## config.mk

```make
export PLATFORM = sky130hd
export DESIGN_NAME = button_transition_event_queue
export DESIGN_NICKNAME = d
export VERILOG_FILES = /design/src/design/btq_pkg.sv /design/src/design/btq_tracker.sv /design/src/design/button_transition_event_queue.sv
export SDC_FILE = /design/constraint.sdc
export NUM_CORES = 1
export LEC_CHECK = 0
export BUFFER_PORTS_ARGS = -buffer_cell sky130_fd_sc_hd__buf_2
export CORE_ASPECT_RATIO = 1.25
export CORE_MARGIN = 1
export CORE_UTILIZATION = 50
export DETAILED_ROUTE_END_ITERATION = 8
export HOLD_SLACK_MARGIN = 0.15
export PLACE_DENSITY = 0.66
export SKIP_CTS_REPAIR_TIMING = 1
export SLEW_MARGIN = 5
export SYNTH_ARGS = -nofsm -noshare
export SYNTH_HDL_FRONTEND = slang
export SYNTH_HIERARCHICAL = 1
export SYNTH_SLANG_ARGS = --single-unit
```

## constraint.sdc

```tcl
create_clock -name clk -period 10.4 [get_ports clk]
set_input_delay 2.08 -clock clk [delete_from_list [all_inputs] [get_ports clk]]
set_output_delay 2.08 -clock clk [all_outputs]
set_load 0.05 [all_outputs]
```

## src/design/btq_pkg.sv

```systemverilog
package btq_pkg;

  localparam int NUM_BUTTONS_DEF = 9;
  localparam int COUNT_WIDTH_DEF = 8;
  localparam int KEY_W           = 9;
  localparam int IDX_W           = 4;
  localparam int KIND_W          = 2;

  localparam logic [KIND_W-1:0] KIND_NONE = 2'd0;
  localparam logic [KIND_W-1:0] KIND_DOWN = 2'd1;
  localparam logic [KIND_W-1:0] KIND_UP   = 2'd2;

  localparam logic MODE_SAMPLE = 1'b0;
  localparam logic MODE_POLL   = 1'b1;

  typedef struct packed {
    logic [KIND_W-1:0] kind;
    logic [IDX_W-1:0]  index;
    logic              pressed;
  } event_t;

endpackage

```

## src/design/btq_tracker.sv

```systemverilog
module btq_tracker #(
  parameter int NUM_BUTTONS = btq_pkg::NUM_BUTTONS_DEF,
  parameter int COUNT_WIDTH = btq_pkg::COUNT_WIDTH_DEF
) (
  input  logic                   clk,
  input  logic                   rst_n,
  input  logic                   go,
  input  logic                   mode,
  input  logic [NUM_BUTTONS-1:0] levels,
  output btq_pkg::event_t        ev
);

  logic [NUM_BUTTONS-1:0] cur_r, cur_nxt;
  logic [NUM_BUTTONS-1:0] rep_r, rep_nxt;
  logic [COUNT_WIDTH-1:0] up_r   [NUM_BUTTONS];
  logic [COUNT_WIDTH-1:0] up_nxt [NUM_BUTTONS];
  logic [COUNT_WIDTH-1:0] dn_r   [NUM_BUTTONS];
  logic [COUNT_WIDTH-1:0] dn_nxt [NUM_BUTTONS];

  logic [NUM_BUTTONS-1:0] changed;
  logic [NUM_BUTTONS-1:0] elig;
  logic [NUM_BUTTONS-1:0] pick;
  logic                   found;

  always_comb begin
    changed = levels ^ cur_r;
    for (int i = 0; i < NUM_BUTTONS; i++) begin
      elig[i] = rep_r[i] ? (up_r[i] != '0) : (dn_r[i] != '0);
    end
    pick  = '0;
    found = 1'b0;
    ev    = '0;
    for (int i = 0; i < NUM_BUTTONS; i++) begin
      if (elig[i] && !found) begin
        found    = 1'b1;
        pick[i]  = 1'b1;
        ev.index = btq_pkg::IDX_W'(i);
        ev.kind  = rep_r[i] ? btq_pkg::KIND_UP : btq_pkg::KIND_DOWN;
      end
    end
    if (mode == btq_pkg::MODE_SAMPLE) begin
      ev = '0;
    end
    ev.pressed = (ev.kind == btq_pkg::KIND_DOWN);
  end

  always_comb begin
    cur_nxt = cur_r;
    rep_nxt = rep_r;
    for (int i = 0; i < NUM_BUTTONS; i++) begin
      up_nxt[i] = up_r[i];
      dn_nxt[i] = dn_r[i];
    end
    if (go) begin
      if (mode == btq_pkg::MODE_SAMPLE) begin
        cur_nxt = levels;
        for (int i = 0; i < NUM_BUTTONS; i++) begin
          if (changed[i]) begin
            if (cur_r[i]) begin
              up_nxt[i] = up_r[i] + 1'b1;
            end else begin
              dn_nxt[i] = dn_r[i] + 1'b1;
            end
          end
        end
      end else begin
        rep_nxt = rep_r ^ pick;
        for (int i = 0; i < NUM_BUTTONS; i++) begin
          if (pick[i]) begin
            if (rep_r[i]) begin
              up_nxt[i] = up_r[i] - 1'b1;
            end else begin
              dn_nxt[i] = dn_r[i] - 1'b1;
            end
          end
        end
      end
    end
  end

  always_ff @(posedge clk) begin
    if (!rst_n) begin
      cur_r <= '0;
      rep_r <= '0;
      for (int i = 0; i < NUM_BUTTONS; i++) begin
        up_r[i] <= '0;
        dn_r[i] <= '0;
      end
    end else begin
      cur_r <= cur_nxt;
      rep_r <= rep_nxt;
      for (int i = 0; i < NUM_BUTTONS; i++) begin
        up_r[i] <= up_nxt[i];
        dn_r[i] <= dn_nxt[i];
      end
    end
  end

endmodule

```

## src/design/button_transition_event_queue.sv

```systemverilog
// The input transfer loads the input register; its result then goes to the result register.
// Throughput: one item per cycle when out_ready allows; the tracker steps once per item.
// The input side keeps accepting while a result waits, until both registers are full.
// Reset (rst_n low, synchronous) clears levels, reported levels, all pending
// counters and both valid flags.
module button_transition_event_queue #(
  parameter int NUM_BUTTONS = btq_pkg::NUM_BUTTONS_DEF,
  parameter int COUNT_WIDTH = btq_pkg::COUNT_WIDTH_DEF
) (
  input  logic                         clk,
  input  logic                         rst_n,
  input  logic                         in_valid,
  output logic                         in_ready,
  input  logic                         in_mode,
  input  logic [btq_pkg::KEY_W-1:0]    in_key_levels,
  output logic                         out_valid,
  input  logic                         out_ready,
  output logic [btq_pkg::KIND_W-1:0]   out_event_kind,
  output logic [btq_pkg::IDX_W-1:0]    out_button_index,
  output logic                         out_pressed
);

  logic                              in_vld_r;
  logic                              mode_r;
  logic [btq_pkg::KEY_W-1:0]         keys_r;
  logic                              out_vld_r;
  btq_pkg::event_t                   ev_r;
  btq_pkg::event_t                   ev;
  logic                              advance;
  logic                              go;
  logic [btq_pkg::KEY_W+NUM_BUTTONS-1:0] keys_ext;
  logic [NUM_BUTTONS-1:0]            levels;

  assign advance  = !out_vld_r || out_ready;
  assign go       = in_vld_r && advance;
  assign in_ready = !in_vld_r || advance;

  assign keys_ext = {{NUM_BUTTONS{1'b0}}, keys_r};
  assign levels   = keys_ext[NUM_BUTTONS-1:0];

  btq_tracker #(
    .NUM_BUTTONS(NUM_BUTTONS),
    .COUNT_WIDTH(COUNT_WIDTH)
  ) u_tracker (
    .clk    (clk),
    .rst_n  (rst_n),
    .go     (go),
    .mode   (mode_r),
    .levels (levels),
    .ev     (ev)
  );

  always_ff @(posedge clk) begin
    if (!rst_n) begin
      in_vld_r  <= 1'b0;
      out_vld_r <= 1'b0;
    end else begin
      if (in_ready) begin
        in_vld_r <= in_valid;
      end
      if (advance) begin
        out_vld_r <= in_vld_r;
      end
    end
  end

  always_ff @(posedge clk) begin
    if (in_valid && in_ready) begin
      mode_r <= in_mode;
      keys_r <= in_key_levels;
    end
    if (go) begin
      ev_r <= ev;
    end
  end

  assign out_valid        = out_vld_r;
  assign out_event_kind   = ev_r.kind;
  assign out_button_index = ev_r.index;
  assign out_pressed      = ev_r.pressed;

`ifndef ASSERT_OFF
  a_pressed_kind: assert property (@(posedge clk) disable iff (!rst_n)
    out_valid |-> (out_pressed == (out_event_kind == btq_pkg::KIND_DOWN)))
    else $error("pressed flag disagrees with event kind");

  a_kind_legal: assert property (@(posedge clk) disable iff (!rst_n)
    out_valid |-> (out_event_kind == btq_pkg::KIND_NONE ||
                   out_event_kind == btq_pkg::KIND_DOWN ||
                   out_event_kind == btq_pkg::KIND_UP))
    else $error("illegal event kind");

  a_none_index: assert property (@(posedge clk) disable iff (!rst_n)
    (out_valid && out_event_kind == btq_pkg::KIND_NONE) |-> (out_button_index == '0))
    else $error("no-event result with nonzero index");

  a_ready_when_empty: assert property (@(posedge clk) disable iff (!rst_n)
    !out_valid |-> in_ready)
    else $error("input stalled with empty result register");
`endif

endmodule

```

==> metrics.yaml, run 1 <==
power:
  power_leakage_nw: 5.155
  combPwrFrac_pct: 18.9
  cellPowerDensity_mw_per_mm2: 136.5
  internal-power_mw: 1.252
  power.switching_mw: 0.5201
  p_clk_share_pct: 38.9
  switching_share_pct: 29.36
  irDropWorstVdd_mv: 0.1288
  seqPwrFrac_pct: 42.2
timing:
  timing.fmax_ghz: 0.2144
  post-route-min-period_ps: 4665
  slew_headroom_pct: 32.84
  slew_viol_final: 0
  skew_ps: 12.16
  tns_ps: 0
  hold_violations: 0
  setup_viol: 0
  worst_slew_pin_slew_ps: 1007
  rsz0062_at_grt: "false"
  fin_crit_sh_pct: 44.86
clocking:
  numCtsBuffers: 17
  path_clk_slew_ps: 80
  cts_max_path_buffers: 2
  tritoncts: "done"
  htreeDepth: 4
  cts_root_buf: "clkbuf_16"
  cts_sinks: 181
  clk_latency_ps: 440
floorplan:
  rows: 63
  core_area_mm2: 0.02365
  initial_core_util_pct: 50.80
  dieWidth_um: 140.6
  dieArea_mm2: 0.02466
  die_y_um: 175.3
  ios: 23
worst_setup_path:
  worstPathRequired_ps: 8320
  crit_slowest_cell: "buf_2"
  worstSetupEndpointType: "output port"
  cp_max_fo: 2
  path_cells: "buf_2 > nand3b_4 > buf_2"
  crit_type: "input port to output port"
  crit_top_cell: "buf_2"
  critPathMaxStageDelay_ps: 260
  cp_data_arrival_time_ps: 2580
  critPathLaunchType: "input port"
synthesis:
  synth_area_mm2: 0.01201
  muxShareOfSynthArea_pct: 4.582
  synthAdderAreaFrac_pct: 14.35
  yosysWarnings: 6
  syn_nets: 1566
  synth-compound-area-share_pct: 17.06
  ys_ff_latch: 181
  synth-edff-count: 17
  syn_area_per_cell_um2: 8.431
  ys.flop_type: "dfxtp_1"
  synth_xor_area_share_pct: 6.707
  synth_top_family_by_area: "simple AND/OR/NAND/NOR gates"
  synthCells: 1425
  synth_simple_gate_area_share_pct: 21.61
  async_reset_ff_share_pct: 0
  ys_seq_area_share_pct: 31.58
  ys_types: 71
layout:
  nets: 1568
  fin_cells: 1732
  multi_input_area_mm2: 0.007729
  fillers: 2241
  drive_gt1_share_pct: 6.667
  antenna_cells: 0
  ff_latch_area_mm2: 0.003794
  syn_to_final_growth_pct: 8.061
  final_area_mm2: 0.01298
hold_path:
  hold_path_class: "flop to flop"
routing:
  drtIter0Drc: 539
  vias: 9887
  wl_per_cell_um: 15.28
  wl_um: 26460
  route.antenna.remaining_nets: 0
  dr.pass1.iters: 5
  viasPerCell: 5.708
  drc: 0
global_routing:
  antenna_found_initial: 0
  grt_pass1_wl_um: 44920
  overflow: 0
  grt_pass1_vias: 9444
  grt_max_degree: 117
  track_usage_pct: 22.41
run:
  cap_violations: 0
place:
  portBuffers: 22
  gp_congestion: 0.8140
  hpwl_um: 18470
  dp.cells: 1700
  postPlaceCellArea_mm2: 0.01236
status:
  status: "finished clean"
## layer usage
metal  wire [µm]  global-route usage (%)
met4         384                   7.111
met2       13130                   40.03
met5           0                       0
met3         724                   3.108
met1       12230                   27.71
## cells in the mapped netlist, types with 4 or more instances
master,number,share of area (%)
or3_1,21,1.1
nand3_1,28,1.2
or4_1,4,0.25
o211ai_1,4,0.25
o21a_1,22,1.4
xor2_1,6,0.44
buf_2,6,0.25
mux2i_1,55,4.6
clkbuf_1,35,1.1
nor3_1,42,1.7
dfxtp_1,164,27
nand2b_1,9,0.47
buf_4,4,0.25
a21o_1,21,1.3
a2111oi_0,5,0.36
xnor2_1,86,6.3
nor2b_1,25,1.3
nor4_1,24,1.2
nand3b_1,10,0.62
and3_1,9,0.47
a21boi_0,18,1.1
nor2_1,188,5.9
ha_1,109,11
or2_2,4,0.21
a31o_2,9,0.66
a211oi_1,16,1.0
o31a_1,7,0.51
a22oi_1,4,0.25
a21oi_1,97,4.0
o21ai_0,71,3.0
nor3b_1,17,1.1
nand2_1,120,3.7
fa_1,18,3.0
nand4_1,4,0.21
inv_1,71,2.2
or3b_2,4,0.29
and2_1,9,0.47
o41ai_1,11,0.80
o31ai_1,5,0.31
edfxtp_1,17,4.2
## cell families (layout without fill, tap and decap cells)
logic type | after synthesis | count (layout)
buffers and inverters | 121 | 136
muxes | 55 | 55
xor gates and xnor gates | 92 | 92
DFF | 181 | 181
adders and majority gates | 127 | 127
AOI/OAI and AO/OA | 315 | 315
and+or+nand+nor | 534 | 534
## worst max-delay path, delay by kind of cell
family / cells / cell delay, ps
buffers and inverters: 2 / 380
AND/OR/NAND/NOR: 1 / 130
## path summary, 6_finish.rpt
| check | cells past startpoint | from | end | slack [ps] |
|---|---|---|---|---|
| min reg2reg | 2 | u_tracker/up_r[0][22] | u_tracker/up_r[0][22] | 470 |
| max | 3 | out_ready | in_ready | 5740 |
| max reg2reg | 8 | mode_r | u_tracker/up_r[0][62] | 6390 |
| min | 2 | u_tracker/up_r[0][22] | u_tracker/up_r[0][22] | 470 |
## metrics by stage
step	power [mW]	hold WS, ps	utilization [%]	worst slack, ps
4_1_cts	1.788	469.7	54.90	5735
2_1_floorplan	1.016	437.0	-	4858
5_1_grt	1.856	488.7	54.90	5722
3_3_place_gp	1.092	451.4	52.26	5719
3_5_place_dp	1.098	458.9	52.26	5631
6_report	1.772	468.5	54.90	5735
## cells in the final DEF (no fill, tap or decap), types with 16 or more instances in the layout
master,instances
o21ai_0,71
nor3_1,42
clkbuf_16,19
nand2_1,120
edfxtp_1,17
buf_2,22
dfxtp_1,164
a21oi_1,97
nand3_1,28
mux2i_1,55
a21o_1,21
or3_1,21
nor4_1,24
a211oi_1,16
nor2_1,188
a21boi_0,18
ha_1,109
nor2b_1,24
xnor2_1,86
nor3b_1,17
o21a_1,22
fa_1,18
inv_1,70
## state kept, by name (all words and copies together) (netlist names)
name,count
u_tracker/up_r,72
u_tracker/cur_r,9
u_tracker/dn_r,72
out_button_index,4
out_valid,1
out_pressed,1
u_tracker/rep_r,9
in_vld_r,1
out_event_kind,2
keys_r,9
mode_r,1
## power groups by stage
| stage | combinational, mW | sequential (mW) | clock [mW] |
|---|---|---|---|
| after global routing | 0.374 | 0.751 | 0.731 |
| after global placement | 0.328 | 0.764 | 0 |
| after detailed placement | 0.334 | 0.764 | 0 |
| final | 0.335 | 0.748 | 0.689 |
| after floorplan | 0.243 | 0.773 | 0 |
| after CTS | 0.335 | 0.748 | 0.705 |
## layout make-up
| class | instances | area share (%) |
|---|---|---|
| flip-flops and latches | 181 | 29.22 |
| well taps | 292 | 2.814 |
| clock buffers | 21 | 3.797 |
| repair buffers | 32 | 1.523 |
| clock inverters | 11 | 1.012 |
| multi-input cells | 1123 | 59.53 |
| inverters | 72 | 2.101 |
No activity file was read; power rests on OpenSTA's default activity.
==> run 2: changes to the inputs <==
==> constraint.sdc (replaced) <==
create_clock -name clk -period 4.43 [get_ports clk]
set_input_delay 0.886 -clock clk [delete_from_list [all_inputs] [get_ports clk]]
set_output_delay 0.886 -clock clk [all_outputs]
set_load 0.05 [all_outputs]
==> metrics.yaml, run 2 (synthesized netlist as in run 1, its figures left out) <==
worst_setup_path:
  crit_family: "compound AO/OA/AOI/OAI gates"
  crit_slowest_cell: "o41ai_1"
  crit_top_cell: "a21oi_1"
  worstPathRequired_ps: 4780  # -3540 ps
  r2r-start: "mode_r"
  crit_type: "flop to flop"
  critical_path_buf_inv_count: 1  # -1
  path_cells: "buf_12 > ha_1 > a21o_1 > a21oi_1 > o21ai_0 > o41ai_1 > mux2i_1 > or3_1 > a21oi_1"
  critPathMaxStageDelay_ps: 540  # +280 ps
  cp_max_fo: 136  # +134
  cp-startpoint: "mode_r"
  worstSetupEndpointType: "flop"
  critPathLaunchType: "flop"
  cp_data_arrival_time_ps: 3590  # +1010 ps
floorplan:
  ios: 23  # unchanged
  rows: 63  # unchanged
  core_area_mm2: 0.02365  # unchanged
  die_y_um: 175.3  # unchanged
  initial_core_util_pct: 50.80  # unchanged
  dieArea_mm2: 0.02466  # unchanged
  dieWidth_um: 140.6  # unchanged
power:
  irDropWorstVdd_mv: 0.2924  # +130%
  cellPowerDensity_mw_per_mm2: 306.9  # +120%
  internal-power_mw: 2.774  # +120%
  power.switching_mw: 1.216  # +130%
  p_clk_share_pct: 36.1  # -2.8 points
  seqPwrFrac_pct: 44.0  # +1.8 points
  power_leakage_nw: 5.149  # -0.11%
  switching_share_pct: 30.48  # +1.1 points
  combPwrFrac_pct: 19.8  # +0.9 points
  totalPowerFinal_mw: 3.990  # +130%
layout:
  reg_top3: "u_tracker/dn_r: 72 flops, u_tracker/up_r: 72 flops"
  drive_gt1_share_pct: 8.189  # +1.5 points
  final_common_cell: "nor2_1"
  syn_to_final_growth_pct: 8.207
  antenna_cells: 0  # unchanged
  final_area_mm2: 0.01300  # +0.13%
  fin_cells: 1733  # +0.058%
  nets: 1569  # +0.064%
  mostFrequentLayoutCells: "nor2_1, dfxtp_1, nand2_1"
global_routing:
  track_usage_pct: 22.45  # +0.035 points
  antenna_found_initial: 0  # unchanged
  grt_pass1_wl_um: 45110  # +0.41%
  overflow: 0  # unchanged
  grt_max_degree: 137  # +17%
  grt_pass1_vias: 9417  # -0.29%
run:
  cap_violations: 0  # unchanged
timing:
  rsz0062_at_grt: "false"
  setup_viol: 0  # unchanged
  timing.fmax_ghz: 0.3094
  fin_crit_sh_pct: 72.95
  post-route-min-period_ps: 3232
  hold_violations: 0  # unchanged
  slew_viol_final: 0  # unchanged
  worst_slew_pin_slew_ps: 773.5  # -233.9 ps
  slew_headroom_pct: 48.44  # +16 points
  skew_ps: 10.77  # -1.392 ps
routing:
  drtIter0Drc: 399  # -26%
  wl_per_cell_um: 15.30  # +0.15%
  viasPerCell: 5.705  # about the same
  wl_um: 26520  # +0.21%
  drc: 0  # unchanged
  dr.pass1.iters: 5  # unchanged
  route.antenna.remaining_nets: 0  # unchanged
  vias: 9887  # unchanged
place:
  postPlaceCellArea_mm2: 0.01245  # +0.74%
  dp.cells: 1701  # +0.059%
  gp_congestion: 0.8028  # -1.4%
  hpwl_um: 18460  # about the same
  portBuffers: 22  # unchanged
clocking:
  htreeDepth: 4  # unchanged
  cts_max_path_buffers: 2  # unchanged
  cts_root_buf: "clkbuf_16"
  tritoncts: "done"
  clk_latency_ps: 430  # about the same
  path_clk_slew_ps: 70  # about the same
  numCtsBuffers: 17  # unchanged
  cts_sinks: 181  # unchanged
hold_path:
  hold_start: "u_tracker/cur_r[2]"
  hold_path_class: "flop to flop"
status:
  status: "finished clean"
## run 2: routing by layer
metal  track usage [%]  share of wire [%]
met5                 0                  0
met2             40.55                 50
met3             3.272                2.5
met4             6.703                1.5
met1             27.42                 46
## run 2: area by class of cell
type | instances | area [µm²]
fill | 2208 | 10650
multi-input combinational | 1123 | 7800
sequential | 181 | 3794
clock buffer | 18 | 450.4
tap | 292 | 365.4
inverter | 72 | 272.8
timing repair buffer | 33 | 217.7
clock inverter | 14 | 100.1
## run 2: worst paths after layout
path,end,slack [ps],depth (start not counted)
max,u_tracker/dn_r[0][47],1200,9
min,u_tracker/cur_r[2],470,2
max reg2reg,u_tracker/dn_r[0][47],1200,9
min reg2reg,u_tracker/cur_r[2],470,2
## run 2: power groups by stage
stage / combinational, mW / clock (mW) / sequential, mW
floorplan: 0.577 / 0 / 1.82
global placement: 0.771 / 0 / 1.79
detailed placement: 0.786 / 0 / 1.79
CTS: 0.790 / 1.48 / 1.76
global route: 0.875 / 1.56 / 1.76
finish: 0.792 / 1.44 / 1.76
## run 2: per-stage QoR
step / setup slack (ps) / utilization (%) / TNS [ps] / hold slack (ps)
6_report: 1198 / 54.97 / 0 / 467.8
5_1_grt: 1001 / 54.97 / 0 / 490.6
4_1_cts: 1309 / 54.97 / 0 / 470.8
3_5_place_dp: 1055 / 52.65 / 0 / 459.6
3_3_place_gp: 1100 / 52.65 / 0 / 455.3
2_1_floorplan: -234.9 / - / -1266 / 437.0
## run 2: worst reg2reg max path: stages, from the launching register on
cell,delay [ps]
edfxtp_1,410
buf_12,490
ha_1,540
a21o_1,180
a21oi_1,200
o21ai_0,170
o41ai_1,540
mux2i_1,170
or3_1,320
a21oi_1,140
==> run 3: changes to the inputs <==
--- a/config.mk
+++ b/config.mk
@@ -11,7 +11,7 @@
 export CORE_UTILIZATION = 50
 export DETAILED_ROUTE_END_ITERATION = 8
 export HOLD_SLACK_MARGIN = 0.15
-export PLACE_DENSITY = 0.66
+export PLACE_DENSITY = 0.68
 export SKIP_CTS_REPAIR_TIMING = 1
 export SLEW_MARGIN = 5
 export SYNTH_ARGS = -nofsm -noshare
==> constraint.sdc (replaced) <==
create_clock -name clk -period 2.93 [get_ports clk]
set_input_delay 0.586 -clock clk [delete_from_list [all_inputs] [get_ports clk]]
set_output_delay 0.586 -clock clk [all_outputs]
set_load 0.05 [all_outputs]
==> metrics.yaml, run 3 (synthesized netlist as in run 1, its figures left out) <==
status:
  status: "finished clean"
place:
  dp.cells: 1735  # +2.0%
  gp_congestion: 0.8311  # +3.5%
  portBuffers: 22  # unchanged
  dp_slack_ps: 58.43  # -996.7 ps
  hpwl_um: 19380  # +5.0%
timing:
  skew_ps: 13.26  # +2.495 ps
  fin_crit_sh_pct: 97.22  # +24 points
  slew_viol_final: 0  # unchanged
  timing.fmax_ghz: 0.3511  # +13%
  whs_ps: 318.7  # -149.1 ps
  rsz0062_at_grt: "true"
  worst_slew_pin_slew_ps: 588.8  # -184.7 ps
  post-route-min-period_ps: 2848  # -383.3 ps
  setup_viol: 0  # unchanged
  fin_ws_ps: 81.55  # -1117 ps
  slew_headroom_pct: 60.75  # +12 points
  hold_violations: 0  # unchanged
power:
  seqPwrFrac_pct: 41.9  # -2.1 points
  internal-power_mw: 4.371  # +58%
  power_leakage_nw: 5.502  # +6.9%
  switching_share_pct: 31.14  # +0.67 points
  combPwrFrac_pct: 21.6  # +1.8 points
  power.switching_mw: 1.977  # +63%
  p_clk_share_pct: 36.5  # +0.4 points
  cellPowerDensity_mw_per_mm2: 462.3  # +51%
  irDropWorstVdd_mv: 0.4330  # +48%
worst_setup_path:
  cp_max_fo: 8  # -94%
  worstPathRequired_ps: 3300  # -1480 ps
  critPathLaunchType: "flop"
  cp_data_arrival_time_ps: 3220  # -370 ps
  cp-startpoint: "u_tracker/dn_r[0][1]"
  r2r-start: "u_tracker/dn_r[0][1]"
  worstSetupEndpointType: "flop"
  crit_type: "flop to flop"
clocking:
  cts_sinks: 181  # unchanged
  clk_latency_ps: 440  # about the same
  tritoncts: "done"
  cts_root_buf: "clkbuf_16"
  numCtsBuffers: 17  # unchanged
  path_clk_slew_ps: 70  # about the same
  htreeDepth: 4  # unchanged
  cts_max_path_buffers: 2  # unchanged
routing:
  wl_per_cell_um: 15.18  # -0.78%
  drtIter0Drc: 581  # +46%
  wirelength_met1_um: 12610  # +3.5%
  route.met3.wl_um: 751  # +12%
  dr.pass1.iters: 5  # unchanged
  drc: 0  # unchanged
  viasPerCell: 5.673  # -0.56%
  wl_um: 26890  # +1.4%
  route.antenna.remaining_nets: 0  # unchanged
  vias: 10047  # +1.6%
  dr.max_layer_used: "met4"
  wl_met2_um: 13100  # -1.3%
layout:
  final_common_cell: "nor2_1"
  fin_cells: 1771  # +2.2%
  final_util_pct: 58.06  # +3.1 points
  mostFrequentLayoutCells: "nor2_1, dfxtp_1, nand2_1"
  syn_to_final_growth_pct: 14.28
  drive_gt1_share_pct: 14.55  # +6.4 points
  nets: 1606  # +2.4%
  reg_top3: "u_tracker/dn_r: 72 flops, u_tracker/up_r: 72 flops"
global_routing:
  grt_pass1_vias: 9742  # +3.5%
  grt_pass1_wl_um: 45160  # +0.12%
  track_usage_pct: 22.60  # +0.15 points
  antenna_found_initial: 1  # +1
  grt_max_degree: 104  # -24%
  overflow: 0  # unchanged
floorplan:
  initial_core_util_pct: 50.80  # unchanged
  die_y_um: 175.3  # unchanged
  dieWidth_um: 140.6  # unchanged
  ios: 23  # unchanged
  rows: 63  # unchanged
  dieArea_mm2: 0.02466  # unchanged
  core_area_mm2: 0.02365  # unchanged
hold_path:
  hold_path_class: "input port to flop"
  hold_start: "in_key_levels[6]"
run:
  cap_violations: 0  # unchanged
==> run 3: cell count changes in the layout (fill, tap and decap cells not counted), sizes merged <==
cell	change
clkbuf	-1
clkinv	-4
bufinv	+1
buf	+37
inv	+4
diode	+1
==> run 3: stage by stage <==
| stage | TNS (ps) | area (µm²) | total power [mW] |
|---|---|---|---|
| after global placement | 0 | 13100 | 4.042 |
| after floorplan | -180300 | 12550 | 3.687 |
| after CTS | 0 | 13690 | 6.385 |
| after detailed placement | 0 | 13100 | 4.065 |
| after global routing | -27.20 | 13730 | 6.634 |
| final | 0 | 13730 | 6.348 |
==> run 3: final timing paths <==
kind | cells past startpoint | slack [ps] | to
setup / recovery | 9 | 80 | u_tracker/up_r[0][63]
hold / removal | 1 | 320 | keys_r[6]
hold reg to reg | 2 | 470 | u_tracker/dn_r[0][7]
setup reg to reg | 9 | 80 | u_tracker/up_r[0][63]
==> run 3: per-layer routing <==
layer,vias to the layer above,GRT usage (%)
li1,5137,-
met1,4753,28.35
met2,132,39.78
met3,25,3.217
met4,0,7.156
met5,-,0
==> run 3: area by class of cell <==
| class | count | area [µm²] |
|---|---|---|
| fillers | 2134 | 9918 |
| flip-flops and latches | 181 | 3795 |
| repair buffers | 70 | 570.5 |
| diodes | 1 | 2.502 |
| well taps | 292 | 365.4 |
| inverters | 72 | 272.8 |
| clock inverters | 15 | 160.2 |
| multi-input cells | 1123 | 8138 |
| clock buffers | 17 | 425.4 |
==> run 3: critical path: stages (launching register included) <==
cell and delay [ps]:
dfxtp_2 330, or4_4 550, or3_4 400, a222oi_1 330, buf_4 210, and3_4 190
buf_12 120, a31oi_4 120, or3_4 410, a21oi_2 110
==> run 3: power groups by stage <==
stage | Sequential (mW) | Clock [mW] | Combinational [mW]
2_1_floorplan | 2.75 | 0 | 0.942
3_3_place_gp | 2.71 | 0 | 1.33
3_5_place_dp | 2.71 | 0 | 1.35
4_1_cts | 2.66 | 2.37 | 1.36
5_1_grt | 2.67 | 2.46 | 1.51
6_report | 2.66 | 2.32 | 1.37
